--- config.mk ---
export PLATFORM = sky130hd
export DESIGN_NAME = nec_ir_receiver_with_learning
export DESIGN_NICKNAME = d
export VERILOG_FILES = /design/src/nir_pkg.sv /design/src/nir_front.sv /design/src/nir_queue.sv /design/src/nir_back.sv /design/src/nec_ir_receiver_with_learning.sv
export SDC_FILE = /design/constraint.sdc
export NUM_CORES = 1
export LEC_CHECK = 0
export BUFFER_PORTS_ARGS = -buffer_cell sky130_fd_sc_hd__buf_2
export CAP_MARGIN = 20
export CORE_MARGIN = 2
export CORE_UTILIZATION = 54
export DETAILED_ROUTE_END_ITERATION = 16
export GPL_TIMING_DRIVEN = 0
export PLACE_DENSITY = 0.74
export REMOVE_ABC_BUFFERS = 1
export SYNTH_ARGS = -nofsm -noshare
export SYNTH_HDL_FRONTEND = slang
export SYNTH_SLANG_ARGS = --single-unit
--- constraint.sdc ---
create_clock -name clk -period 3.79 [get_ports clk]
set_clock_uncertainty 0.05 [all_clocks]
set_input_delay 0.758 -clock clk [delete_from_list [all_inputs] [get_ports clk]]
set_output_delay 0.758 -clock clk [all_outputs]
set_load 0.02 [all_outputs]
--- src/nir_pkg.sv ---
// Shared types and constants for the NEC infrared receiver with learning mode.
// Used by every module of the block; depends on nothing.
package nir_pkg;

	localparam int unsigned MAX_SYMBOLS_DEF = 256;
	localparam int unsigned DATA_BITS_DEF = 32;
	localparam int unsigned QUEUE_DEPTH = 2;
	localparam int unsigned DUR_W = 15;
	localparam int unsigned SEC_W = 8;
	localparam int unsigned CODE_W = 32;
	localparam int unsigned CFG_IDX_W = 3;
	localparam int unsigned QCNT_W = $clog2(QUEUE_DEPTH + 1);

	localparam logic [DUR_W-1:0] REPEAT_MARK_RST = 15'd8000;
	localparam logic [DUR_W-1:0] REPEAT_SPACE_RST = 15'd2000;
	localparam logic [DUR_W-1:0] HEADER_MARK_RST = 15'd4000;
	localparam logic [DUR_W-1:0] HEADER_SPACE_RST = 15'd4000;
	localparam logic [DUR_W-1:0] ONE_SPACE_RST = 15'd1000;
	localparam logic [SEC_W-1:0] LEARN_TIMEOUT_RST = 8'd15;
	localparam logic [SEC_W-1:0] COUNTDOWN_RST = 8'd15;

	typedef enum logic [2:0] {
		KIND_REPEAT = 3'd0,
		KIND_RECEIVED = 3'd1,
		KIND_LEARNED = 3'd2,
		KIND_COUNTDOWN = 3'd3,
		KIND_TIMEOUT = 3'd4
	} nir_kind_t;

	typedef enum logic [1:0] {
		OP_SYMBOL = 2'd0,
		OP_TICK = 2'd1,
		OP_START = 2'd2
	} nir_op_t;

	typedef enum logic [CFG_IDX_W-1:0] {
		REG_REPEAT_MARK = 3'd0,
		REG_REPEAT_SPACE = 3'd1,
		REG_HEADER_MARK = 3'd2,
		REG_HEADER_SPACE = 3'd3,
		REG_ONE_SPACE = 3'd4,
		REG_LEARN_TIMEOUT = 3'd5
	} nir_reg_t;

	typedef struct packed {
		logic [DUR_W-1:0] repeat_mark_min;
		logic [DUR_W-1:0] repeat_space_min;
		logic [DUR_W-1:0] header_mark_min;
		logic [DUR_W-1:0] header_space_min;
		logic [DUR_W-1:0] one_space_min;
		logic [SEC_W-1:0] learn_timeout_seconds;
	} nir_cfg_t;

	typedef struct packed {
		nir_op_t op;
		logic rep_ok;
		logic data_ok;
		logic bit_one;
		logic last;
	} nir_item_t;

	typedef struct packed {
		logic [QCNT_W-1:0] count;
		logic full;
		logic empty;
	} nir_qstat_t;

endpackage

--- src/nir_front.sv ---
// Front end: accepts input transfers, drops unused opcodes and compares the
// symbol durations against the thresholds. Depends on nir_pkg.
module nir_front (
	input  logic                        s_axis_tvalid,
	output logic                        s_axis_tready,
	input  logic [31:0]                 s_axis_tdata,
	input  logic [1:0]                  s_axis_tuser,
	input  logic                        s_axis_tlast,
	input  nir_pkg::nir_cfg_t           cfg,
	input  nir_pkg::nir_qstat_t         qstat,
	output logic                        push,
	output nir_pkg::nir_item_t          push_item
);
	import nir_pkg::*;

	logic [DUR_W-1:0] mark_us;
	logic [DUR_W-1:0] space_us;
	logic             op_known;

	assign mark_us = s_axis_tdata[DUR_W-1:0];
	assign space_us = s_axis_tdata[2*DUR_W-1:DUR_W];
	assign s_axis_tready = !qstat.full;

	always_comb begin
		unique case (s_axis_tuser)
			OP_SYMBOL, OP_TICK, OP_START: op_known = 1'b1;
			default: op_known = 1'b0;
		endcase
	end

	assign push = s_axis_tvalid && s_axis_tready && op_known;

	always_comb begin
		push_item.op = nir_op_t'(s_axis_tuser);
		push_item.rep_ok = (mark_us > cfg.repeat_mark_min) && (space_us > cfg.repeat_space_min);
		push_item.data_ok = (mark_us > cfg.header_mark_min) && (space_us > cfg.header_space_min);
		push_item.bit_one = space_us > cfg.one_space_min;
		push_item.last = s_axis_tlast;
	end

endmodule

--- src/nir_queue.sv ---
// Short queue of classified items between the front end and the back end.
// Depends on nir_pkg.
module nir_queue #(
	parameter int unsigned DEPTH = nir_pkg::QUEUE_DEPTH
) (
	input  logic                 clk,
	input  logic                 arst_n,
	input  logic                 push,
	input  nir_pkg::nir_item_t   push_item,
	input  logic                 pop,
	output nir_pkg::nir_item_t   head,
	output nir_pkg::nir_qstat_t  qstat
);
	import nir_pkg::*;

	localparam int unsigned PTR_W = (DEPTH > 1) ? $clog2(DEPTH) : 1;
	localparam int unsigned CNT_W = $clog2(DEPTH + 1);

	nir_item_t          entry_q [DEPTH];
	logic [PTR_W-1:0]   wr_ptr_q;
	logic [PTR_W-1:0]   rd_ptr_q;
	logic [CNT_W-1:0]   count_q;

	always_ff @(posedge clk) begin
		if (push) begin
			entry_q[wr_ptr_q] <= push_item;
		end
	end

	always_ff @(posedge clk or negedge arst_n) begin
		if (!arst_n) begin
			wr_ptr_q <= '0;
			rd_ptr_q <= '0;
			count_q <= '0;
		end else begin
			if (push) begin
				wr_ptr_q <= (wr_ptr_q == PTR_W'(DEPTH - 1)) ? '0 : wr_ptr_q + PTR_W'(1);
			end
			if (pop) begin
				rd_ptr_q <= (rd_ptr_q == PTR_W'(DEPTH - 1)) ? '0 : rd_ptr_q + PTR_W'(1);
			end
			if (push && !pop) begin
				count_q <= count_q + CNT_W'(1);
			end else if (pop && !push) begin
				count_q <= count_q - CNT_W'(1);
			end
		end
	end

	assign head = entry_q[rd_ptr_q];

	always_comb begin
		qstat.count = QCNT_W'(count_q);
		qstat.full = (count_q == CNT_W'(DEPTH));
		qstat.empty = (count_q == '0);
	end

endmodule

--- src/nir_back.sv ---
// Back end: frame, learning and countdown state, and the output register.
// Depends on nir_pkg; takes items from nir_queue.
module nir_back #(
	parameter int unsigned MAX_SYMBOLS = nir_pkg::MAX_SYMBOLS_DEF,
	parameter int unsigned DATA_BITS = nir_pkg::DATA_BITS_DEF
) (
	input  logic                 clk,
	input  logic                 arst_n,
	input  nir_pkg::nir_cfg_t    cfg,
	input  nir_pkg::nir_item_t   head,
	input  nir_pkg::nir_qstat_t  qstat,
	output logic                 pop,
	output logic                 m_axis_tvalid,
	input  logic                 m_axis_tready,
	output logic [39:0]          m_axis_tdata,
	output logic [2:0]           m_axis_tuser
);
	import nir_pkg::*;

	localparam int unsigned CNT_W = $clog2(MAX_SYMBOLS + 1);

	logic                 learning_q;
	logic [SEC_W-1:0]     countdown_q;
	logic [CNT_W-1:0]     count_q;
	logic                 rep_hdr_q;
	logic                 data_hdr_q;
	logic [DATA_BITS-1:0] shift_q;

	logic                 out_valid_q;
	nir_kind_t            out_kind_q;
	logic [CODE_W-1:0]    out_code_q;
	logic [SEC_W-1:0]     out_secs_q;

	logic [CNT_W-1:0]     cnt_inc;
	logic                 rep_nxt;
	logic                 data_nxt;
	logic [DATA_BITS-1:0] set_mask;
	logic [DATA_BITS-1:0] shift_nxt;
	logic [SEC_W-1:0]     cd_dec;

	logic                 res_valid;
	nir_kind_t            res_kind;
	logic [CODE_W-1:0]    res_code;
	logic [SEC_W-1:0]     res_secs;
	logic                 frame_end;
	logic                 learn_end;

	assign pop = !qstat.empty && (!out_valid_q || m_axis_tready);

	always_comb begin
		cnt_inc = (count_q < CNT_W'(MAX_SYMBOLS)) ? count_q + CNT_W'(1) : count_q;
		rep_nxt = (count_q == '0) ? head.rep_ok : rep_hdr_q;
		data_nxt = (count_q == '0) ? head.data_ok : data_hdr_q;
		for (int i = 0; i < DATA_BITS; i++) begin
			set_mask[i] = head.bit_one && (count_q == CNT_W'(i + 1));
		end
		shift_nxt = shift_q | set_mask;
		cd_dec = (countdown_q != '0) ? countdown_q - SEC_W'(1) : '0;
	end

	always_comb begin
		res_valid = 1'b0;
		res_kind = KIND_REPEAT;
		res_code = '0;
		res_secs = '0;
		frame_end = 1'b0;
		learn_end = 1'b0;
		unique case (head.op)
			OP_TICK: begin
				if (learning_q) begin
					res_valid = 1'b1;
					if (cd_dec != '0) begin
						res_kind = KIND_COUNTDOWN;
						res_secs = cd_dec;
					end else begin
						res_kind = KIND_TIMEOUT;
						learn_end = 1'b1;
					end
				end
			end
			OP_SYMBOL: begin
				frame_end = head.last;
				if (head.last) begin
					if (cnt_inc == CNT_W'(2) && rep_nxt) begin
						res_valid = 1'b1;
						res_kind = KIND_REPEAT;
					end else if (cnt_inc >= CNT_W'(DATA_BITS + 2) && data_nxt) begin
						res_valid = 1'b1;
						res_code = CODE_W'(shift_nxt);
						if (learning_q) begin
							res_kind = KIND_LEARNED;
							learn_end = 1'b1;
						end else begin
							res_kind = KIND_RECEIVED;
						end
					end
				end
			end
			default: begin
			end
		endcase
	end

	always_ff @(posedge clk or negedge arst_n) begin
		if (!arst_n) begin
			learning_q <= 1'b0;
			countdown_q <= COUNTDOWN_RST;
			count_q <= '0;
			rep_hdr_q <= 1'b0;
			data_hdr_q <= 1'b0;
			shift_q <= '0;
			out_valid_q <= 1'b0;
		end else begin
			out_valid_q <= pop ? res_valid : (out_valid_q && !m_axis_tready);
			if (pop) begin
				if (head.op == OP_TICK && learning_q) begin
					countdown_q <= cd_dec;
				end
				if (head.op == OP_START) begin
					learning_q <= 1'b1;
					countdown_q <= cfg.learn_timeout_seconds;
				end else if (learn_end) begin
					learning_q <= 1'b0;
				end
				if (head.op == OP_SYMBOL) begin
					if (frame_end) begin
						count_q <= '0;
						rep_hdr_q <= 1'b0;
						data_hdr_q <= 1'b0;
						shift_q <= '0;
					end else begin
						count_q <= cnt_inc;
						rep_hdr_q <= rep_nxt;
						data_hdr_q <= data_nxt;
						shift_q <= shift_nxt;
					end
				end
			end
		end
	end

	always_ff @(posedge clk) begin
		if (pop && res_valid) begin
			out_kind_q <= res_kind;
			out_code_q <= res_code;
			out_secs_q <= res_secs;
		end
	end

	assign m_axis_tvalid = out_valid_q;
	assign m_axis_tdata = {out_secs_q, out_code_q};
	assign m_axis_tuser = out_kind_q;

endmodule

--- src/nec_ir_receiver_with_learning.sv ---
// Top level of the NEC infrared receiver with learning mode.
// Holds the threshold registers and joins nir_front, nir_queue and nir_back.
// Depends on nir_pkg.
//
// The input stream carries one item per transfer: a frame symbol (mark and
// space durations in microseconds, tlast on the final symbol of a frame), a
// one-second tick, or a start-learning command, selected by tuser. The output
// stream carries at most one result per input item: a repeat code, a received
// or learned 32-bit code, a learning countdown value, or a learning timeout.
// The configuration channel writes the five duration thresholds and the
// learning timeout; it is always ready and should only be used while the
// block is idle.
//
// The block takes one item per cycle. The front end compares durations against
// the thresholds and pushes into a two-entry queue; the back end updates the
// frame and learning state and loads the output register, one queue entry per
// cycle. When the output is stalled the back end stops popping, the queue
// fills and s_axis_tready stays low until the output transfer. Reset empties
// the queue, clears the frame state, learning flag and output valid, and loads
// the default thresholds; s_axis_tready is high.
module nec_ir_receiver_with_learning #(
	parameter int unsigned MAX_SYMBOLS = nir_pkg::MAX_SYMBOLS_DEF,
	parameter int unsigned DATA_BITS = nir_pkg::DATA_BITS_DEF
) (
	input  logic                            clk,
	input  logic                            arst_n,
	input  logic                            s_axis_tvalid,
	output logic                            s_axis_tready,
	// Bits from low: mark_us[14:0], space_us[29:15], zero fill [31:30].
	input  logic [31:0]                     s_axis_tdata,
	// Bits from low: opcode[1:0].
	input  logic [1:0]                      s_axis_tuser,
	input  logic                            s_axis_tlast,
	output logic                            m_axis_tvalid,
	input  logic                            m_axis_tready,
	// Bits from low: code[31:0], seconds_left[39:32].
	output logic [39:0]                     m_axis_tdata,
	// Bits from low: kind[2:0].
	output logic [2:0]                      m_axis_tuser,
	input  logic                            cfg_valid,
	output logic                            cfg_ready,
	input  logic [nir_pkg::CFG_IDX_W-1:0]   cfg_index,
	input  logic [nir_pkg::DUR_W-1:0]       cfg_data
);
	import nir_pkg::*;

	nir_cfg_t   cfg_q;
	nir_item_t  push_item;
	nir_item_t  head;
	nir_qstat_t qstat;
	logic       push;
	logic       pop;

	assign cfg_ready = 1'b1;

	always_ff @(posedge clk or negedge arst_n) begin
		if (!arst_n) begin
			cfg_q.repeat_mark_min <= REPEAT_MARK_RST;
			cfg_q.repeat_space_min <= REPEAT_SPACE_RST;
			cfg_q.header_mark_min <= HEADER_MARK_RST;
			cfg_q.header_space_min <= HEADER_SPACE_RST;
			cfg_q.one_space_min <= ONE_SPACE_RST;
			cfg_q.learn_timeout_seconds <= LEARN_TIMEOUT_RST;
		end else if (cfg_valid && cfg_ready) begin
			unique case (cfg_index)
				REG_REPEAT_MARK: cfg_q.repeat_mark_min <= cfg_data;
				REG_REPEAT_SPACE: cfg_q.repeat_space_min <= cfg_data;
				REG_HEADER_MARK: cfg_q.header_mark_min <= cfg_data;
				REG_HEADER_SPACE: cfg_q.header_space_min <= cfg_data;
				REG_ONE_SPACE: cfg_q.one_space_min <= cfg_data;
				REG_LEARN_TIMEOUT: cfg_q.learn_timeout_seconds <= cfg_data[SEC_W-1:0];
				default: begin
				end
			endcase
		end
	end

	nir_front u_front (
		.s_axis_tvalid (s_axis_tvalid),
		.s_axis_tready (s_axis_tready),
		.s_axis_tdata  (s_axis_tdata),
		.s_axis_tuser  (s_axis_tuser),
		.s_axis_tlast  (s_axis_tlast),
		.cfg           (cfg_q),
		.qstat         (qstat),
		.push          (push),
		.push_item     (push_item)
	);

	nir_queue #(
		.DEPTH (QUEUE_DEPTH)
	) u_queue (
		.clk       (clk),
		.arst_n    (arst_n),
		.push      (push),
		.push_item (push_item),
		.pop       (pop),
		.head      (head),
		.qstat     (qstat)
	);

	nir_back #(
		.MAX_SYMBOLS (MAX_SYMBOLS),
		.DATA_BITS   (DATA_BITS)
	) u_back (
		.clk           (clk),
		.arst_n        (arst_n),
		.cfg           (cfg_q),
		.head          (head),
		.qstat         (qstat),
		.pop           (pop),
		.m_axis_tvalid (m_axis_tvalid),
		.m_axis_tready (m_axis_tready),
		.m_axis_tdata  (m_axis_tdata),
		.m_axis_tuser  (m_axis_tuser)
	);

	a_queue_bound: assert property (@(posedge clk) disable iff (!arst_n)
		qstat.count <= QCNT_W'(QUEUE_DEPTH))
		else $error("Queue holds more entries than its depth.");

	a_countdown_fields: assert property (@(posedge clk) disable iff (!arst_n)
		(m_axis_tvalid && m_axis_tuser == KIND_COUNTDOWN) |->
		(m_axis_tdata[31:0] == '0 && m_axis_tdata[39:32] != '0))
		else $error("Countdown result has a code or a zero count.");

	a_plain_fields: assert property (@(posedge clk) disable iff (!arst_n)
		(m_axis_tvalid && (m_axis_tuser == KIND_REPEAT || m_axis_tuser == KIND_TIMEOUT)) |->
		(m_axis_tdata == '0))
		else $error("Repeat or timeout result carries nonzero data.");

	a_code_secs: assert property (@(posedge clk) disable iff (!arst_n)
		(m_axis_tvalid && (m_axis_tuser == KIND_RECEIVED || m_axis_tuser == KIND_LEARNED)) |->
		(m_axis_tdata[39:32] == '0))
		else $error("Code result carries a seconds value.");

endmodule

### After elaboration in Yosys (flattened, before gate mapping)

Memories as Yosys holds them, arrays and structs flattened.
Index checks and enable logic that the tools add are counted.

* bits in latches: 0
* input bits: 58
* memories: 1
* logic and storage cells: 192
* RAM bits: 12
* ROM bits: 0
* output and inout bits: 46
* flip-flop bits (word level): 183

Memories
* u_queue.entry_q: words 2, bits a word 6, read ports 1, clocked after memory_dff 0, wr ports 1, line nir_queue.sv:19 `nir_item_t entry_q [DEPTH];`

* divide/modulo/power cells: 0
* bitwise gates (word level): 4
* magnitude comparators: 7
* eq/ne operators: 43
* $add $sub $neg: 6
* $mul: 0
* muxes and demuxes: 39
* reduce and logical (&&, ||, !) cells: 73
* shifts and indexed selects: 0

Operators with widths (number)
* $eq 9x5->1 const B: 16
* $gt 15x15->1: 5
* $eq 9x4->1 const B: 8
* $logic_and 1x1->1: 44
* $eq 9x3->1 const B: 4
* $mux 32: 1
* $or 32x32->32: 1
* $eq 9x2->1 const B: 3
* $mux 8: 3
* $mux 1: 22
* $mux 9: 2
* $reduce_and 2->1: 9
* $reduce_bool 8->1: 2
* $mux 3: 5
* $add 9x1->9 const B: 1
* $eq 9x1->1 const B: 1
* $eq 9x6->1 const B: 1
* $ge 9x6->1 const B: 1
* $logic_not 9->1: 1
* $lt 9x9->1 const B: 1
* $sub 8x1->8 const B: 1
* $eq 2x2->1 const B: 3
* $eq 3x2->1 const B: 2
* $eq 3x3->1 const B: 2
* other kinds (17): 33

### Logic depth before layout (Yosys ltp)

* word-level depth: 10
* mapped depth: 9

### By module

A second synthesis with hierarchy kept.

* cells, all modules: 945
* area, all modules: 10644.0 sq um

Modules (own cells, without submodules)
* nir_back: seq. area each 2622.5 sq um, cells an instance 468, area an instance 4797.1 sq um, times used 1
* nec_ir_receiver_with_learning: seq. area each 2119.5 sq um, cells an instance 183, area an instance 3340.7 sq um, times used 1
* nir_front: seq. area each 0.0 sq um, cells an instance 259, area an instance 1884.3 sq um, times used 1
* nir_queue: seq. area each 460.4 sq um, cells an instance 35, area an instance 621.8 sq um, times used 1

### Worst setup path after synthesis

OpenSTA, ideal clock, no wires.

* kind: reg2reg
* start point: reg u_back.count_q[6]
* end point: reg u_back.out_kind_q[0], in the netlist u_back.m_axis_tuser[0] (enable)
* data arrival time: 3.282 ns
* path slack: 0.057 ns
* stages on the path, launching flop included: 8
* path through: dfrtp_1 > buf_6 > or4_4 > or4b_4 > mux2i_1 > or4_1 > o22a_1 > nand2_1

* word-level cells in the longest chain between the ends: 9
* elaborated cells on any way between the ends: 15

RTL lines
* start: declaration: line nir_back.sv:24 `logic [CNT_W-1:0] count_q;`
* start signal: assignment: line nir_back.sv:132 `count_q <= cnt_inc;`
* $add 9x1->9 / $lt 9x9->1 (equally long branches): line nir_back.sv:51 `cnt_inc = (count_q < CNT_W'(MAX_SYMBOLS)) ? count_q + CNT_W'(1) : count_q;`
* $mux 9: line nir_back.sv:51
* $ge 9x6->1: line nir_back.sv:87 `end else if (cnt_inc >= CNT_W'(DATA_BITS + 2) && data_nxt) begin`
* $logic_and 1x1->1: line nir_back.sv:87
* $mux 1: line nir_back.sv:87
* $mux 1 *: line nir_back.sv:84 `if (cnt_inc == CNT_W'(2) && rep_nxt) begin`
* $mux 1 *: line nir_back.sv:83 `if (head.last) begin`
* $pmux 1 s2 *: line nir_back.sv:68 `unique case (head.op)`
* $logic_and 1x1->1 *: line nir_back.sv:143 `if (pop && res_valid) begin`
* end signal: assignment: line nir_back.sv:144 `out_kind_q <= res_kind;`
* end: declaration: line nir_back.sv:30 `nir_kind_t out_kind_q;`

Every way passes the cells marked *; elsewhere a longest branch is shown, timed or not.
A chain may end at the register's enable or synchronous reset.

### Final worst setup path

* start point: reg u_back.count_q[7]
* end point: reg u_back.out_code_q[2] (enable)

* word-level cells in the longest chain between the ends: 9
* elaborated cells on any way between the ends: 15

RTL lines
* $add 9x1->9 / $lt 9x9->1 (equally long branches): line nir_back.sv:51
* $mux 9: line nir_back.sv:51
* $ge 9x6->1: line nir_back.sv:87
* $logic_and 1x1->1: line nir_back.sv:87
* $mux 1: line nir_back.sv:87
* $mux 1 *: line nir_back.sv:84
* $mux 1 *: line nir_back.sv:83
* $pmux 1 s2 *: line nir_back.sv:68
* $logic_and 1x1->1 *: line nir_back.sv:143
* end signal: assignment: line nir_back.sv:145 `out_code_q <= res_code;`
* end: declaration: line nir_back.sv:31 `logic [CODE_W-1:0] out_code_q;`

Marked as above.

==> flow_summary.json <==
{
  "ys_warn_count": 0,
  "via_count": 7404,
  "clkPwrFrac": 0.264,
  "p_comb_frac": 0.309,
  "postRouteAntennaNets": 0,
  "ys_top_cells_by_count": "nor2_1 (112), dfrtp_1 (102), o21ai_0 (94)",
  "pre_cts_ws_ps": 103.7,
  "rows": 49,
  "r2r_cells": 6,
  "setup_tns_ps": 0,
  "r2r-end": "u_back.out_code_q[2]$_SDFFCE_PP0P_",
  "die_area_sq_mm": 0.01979,
  "drtIter0Drc": 404,
  "via_per_inst": 5.618,
  "slew_headroom": 0.2976,
  "cp_slowest_cell": "or4_4",
  "hold_viol_final": 0,
  "root_buffer": "clkbuf_16",
  "drive_gt1_frac": 0.2068,
  "syn_area_per_cell_sq_um": 10.16,
  "setup_violations": 0,
  "wl_per_cell_microns": 16.37,
  "crit_fanout": 43,
  "crit_required_ps": 3820,
  "track_usage": 0.2288,
  "synth_edf_count": 55,
  "swShare": 0.3637,
  "ys_types": 64,
  "synth_top_area_frac": 0.2530,
  "drv_cap": 0,
  "wl_microns": 21580,
  "hold_path.class": "input pin to asynchronous set/reset pin",
  "initial_core_util": 0.5558,
  "intPower_uw": 4475,
  "p_leak_uw": 0.005066,
  "clockBufferDepth": 2,
  "antenna_found_initial": 1,
  "syn-cell-area_sq_mm": 0.01009,
  "synth.area.top_cells": "dfrtp_1 (25%), edfxtp_1 (16%), ha_1 (10%)",
  "fmax_ghz": 0.2929,
  "tightest_slew_ps": 1048,
  "total_power_uw": 7034,
  "seqPwrFrac": 0.427,
  "fin_crit_sh": 0.9009,
  "crit_path_end_kind": "flop",
  "path_clk_slew_ps": 80,
  "yosys.area.top_type": "dfrtp_1",
  "rr_startpoint": "u_back.count_q[7]$_DFFE_PN0P_",
  "grt_max_degree": 92,
  "port_buffers": 100,
  "dieWidth_microns": 140.7,
  "die_height_microns": 140.7,
  "synth.most_common_cell": "nor2_1",
  "io_pins": 104,
  "area_growth_pct": 13.51,
  "crit_buf_inv": 0,
  "rsz0062_at_grt": "no",
  "ctsHoldBuffers": 0,
  "yosysSeqAreaShare": 0.5158,
  "worstSetupPathType": "flop to flop",
  "critPathMaxStageDelay_ps": 610,
  "r2r_setup_slack_ps": 380,
  "syn_inst": 993,
  "grt_pass1_wl_microns": 36110,
  "async_flop_share": 0.7179,
  "core-area_sq_mm": 0.01815,
  "outcome": "finished clean",
  "start_kind": "flop",
  "fin_crit_ps": 3414,
  "path_cells": "or4_4, or4b_4, mux2i_1, or4_1, o22a_1, nand2_4",
  "powerDensity_mw_per_mm2": 614.3,
  "clkLatencyLatePin_ps": 450,
  "synth_ff_type": "dfrtp_1",
  "routabilityCongestion": 0.8806,
  "htree_levels": 4,
  "synth-seq-cells": 195,
  "dpl.hpwl_microns": 15540,
  "overflow": 0,
  "route.detailed.drc": 0,
  "irDropWorstVdd_v": 0.0003740,
  "grt_pass1_vias": 7354,
  "cts_tree": "done",
  "setup_ws_ps": 375.6,
  "critPathArrivalTime_ps": 3450,
  "slew_viol_final": 0,
  "p_sw_uw": 2558,
  "path_delay_family": "simple AND/OR/NAND/NOR gates",
  "cts_setup_buffers": 0,
  "fin_nets": 1216,
  "first_pass_iters": 5,
  "cts_buffers": 17,
  "cts.sinks": 195
}
## worst register-to-register path, stage by stage (launching register included)
cell and delay, ps:
dfrtp_1 480, or4_4 620, or4b_4 550, mux2i_1 160, or4_1 520, o22a_1 230
nand2_4 410
## routing by layer
| layer | global-route usage | vias to the layer above | share of wire |
|---|---|---|---|
| met5 | 0 | - | 0 |
| met4 | 0.07368 | 0 | 0.021 |
| met3 | 0.04620 | 37 | 0.044 |
| met2 | 0.3949 | 185 | 0.49 |
| met1 | 0.2912 | 3552 | 0.44 |
| li1 | - | 3630 | - |
## worst max-delay path by stage
stage | start | end | slack, ps | cells past startpoint
floorplan | u_back.count_q[7]$_DFFE_PN0P_ | u_back.m_axis_tuser[0]$_DFFE_PP_ | 70 | 6
global placement | cfg_valid | cfg_q[53]$_DFFE_PN0P_ | -810 | 3
detailed placement | u_back.count_q[7]$_DFFE_PN0P_ | u_back.out_code_q[6]$_SDFFCE_PP0P_ | 100 | 6
CTS | u_back.count_q[7]$_DFFE_PN0P_ | u_back.out_code_q[6]$_SDFFCE_PP0P_ | 90 | 6
global route | u_back.count_q[7]$_DFFE_PN0P_ | u_back.out_code_q[2]$_SDFFCE_PP0P_ | 280 | 6
finish | u_back.count_q[7]$_DFFE_PN0P_ | u_back.out_code_q[2]$_SDFFCE_PP0P_ | 380 | 6
## cells in the final DEF (no fill, tap or decap), types with 4 or more instances in the layout
cell,count
nor2_1,112
dfrtp_1,102
buf_2,99
o21ai_0,94
a21oi_1,92
inv_1,83
ha_1,83
nand2_1,82
edfxtp_1,55
dfstp_2,38
mux2_2,32
clkbuf_16,17
a21o_1,16
nor2b_1,14
nand3_1,12
nand4_1,12
nor3_1,9
nand2b_1,8
mux2i_1,8
o21a_1,7
o31ai_1,7
xnor2_1,6
and2_1,6
clkinv_8,5
and4_1,4
a2111oi_0,4
nand3b_1,4
nor4_1,4
a31oi_1,4
inv_8,4
## sequential cells by signal (all words and copies together), names as in the netlist
| register | count |
|---|---|
| u_queue.rd_ptr_q | 1 |
| u_back.data_hdr_q | 1 |
| u_queue.count_q | 2 |
| u_back.m_axis_tvalid | 1 |
| u_back.rep_hdr_q | 1 |
| u_back.countdown_q | 8 |
| u_back.shift_q | 32 |
| u_back.out_code_q | 32 |
| u_queue.wr_ptr_q | 1 |
| u_back.learning_q | 1 |
| cfg_q | 83 |
| u_back.count_q | 9 |
| u_back.out_secs_q | 8 |
| u_back.m_axis_tuser | 3 |
| u_queue.entry_q | 12 |
## through the flow
step                area, sq um  instances  utilization  hold slack (ps)
floorplan                  9883        949            -            399.6
global placement          10670       1278       0.5880            420.8
detailed placement        10820       1285       0.5960            430.5
CTS                       11440       1317       0.6305            204.0
global route              11450       1318       0.6309            226.1
finish                    11450       1318       0.6309            193.2
## power groups by stage
stage,clock network [uW],registers [uW],logic (uW)
2_1_floorplan,0,3180,1350
3_3_place_gp,0,3040,2080
3_5_place_dp,0,3050,2160
4_1_cts,1890,3010,2180
5_1_grt,1970,3060,2440
6_report,1860,3000,2170
## repair_timing
item	4_1_cts	5_1_grt
hold endpoints to repair	0	0
setup endpoints to repair	0	27
gates resized for setup	0	1
## area by class of cell
| type | instances | area, sq um |
|---|---|---|
| diodes | 1 | 2.502 |
| clock buffers | 17 | 425.4 |
| clock inverters | 15 | 201.4 |
| fillers | 1505 | 6698 |
| inverters | 83 | 311.5 |
| multi-input cells | 671 | 4418 |
| flip-flops and latches | 195 | 5202 |
| well taps | 229 | 286.5 |
| repair buffers | 107 | 601.8 |
## kinds of logic (layout without fill, tap and decap cells)
kind of cell | Yosys count | count (layout) | share of synthesized area
adders and majority gates | 83 | 83 | 0.1030
muxes | 41 | 41 | 0.04515
AOI/OAI and AO/OA | 246 | 246 | 0.1405
other | 1 | 2 | 0.0003718
DFF | 195 | 195 | 0.5158
buffers and inverters | 127 | 222 | 0.05110
and+or+nand+nor | 291 | 291 | 0.1363
xor gates and xnor gates | 9 | 9 | 0.007815
No activity file was read; power rests on OpenSTA's default activity.
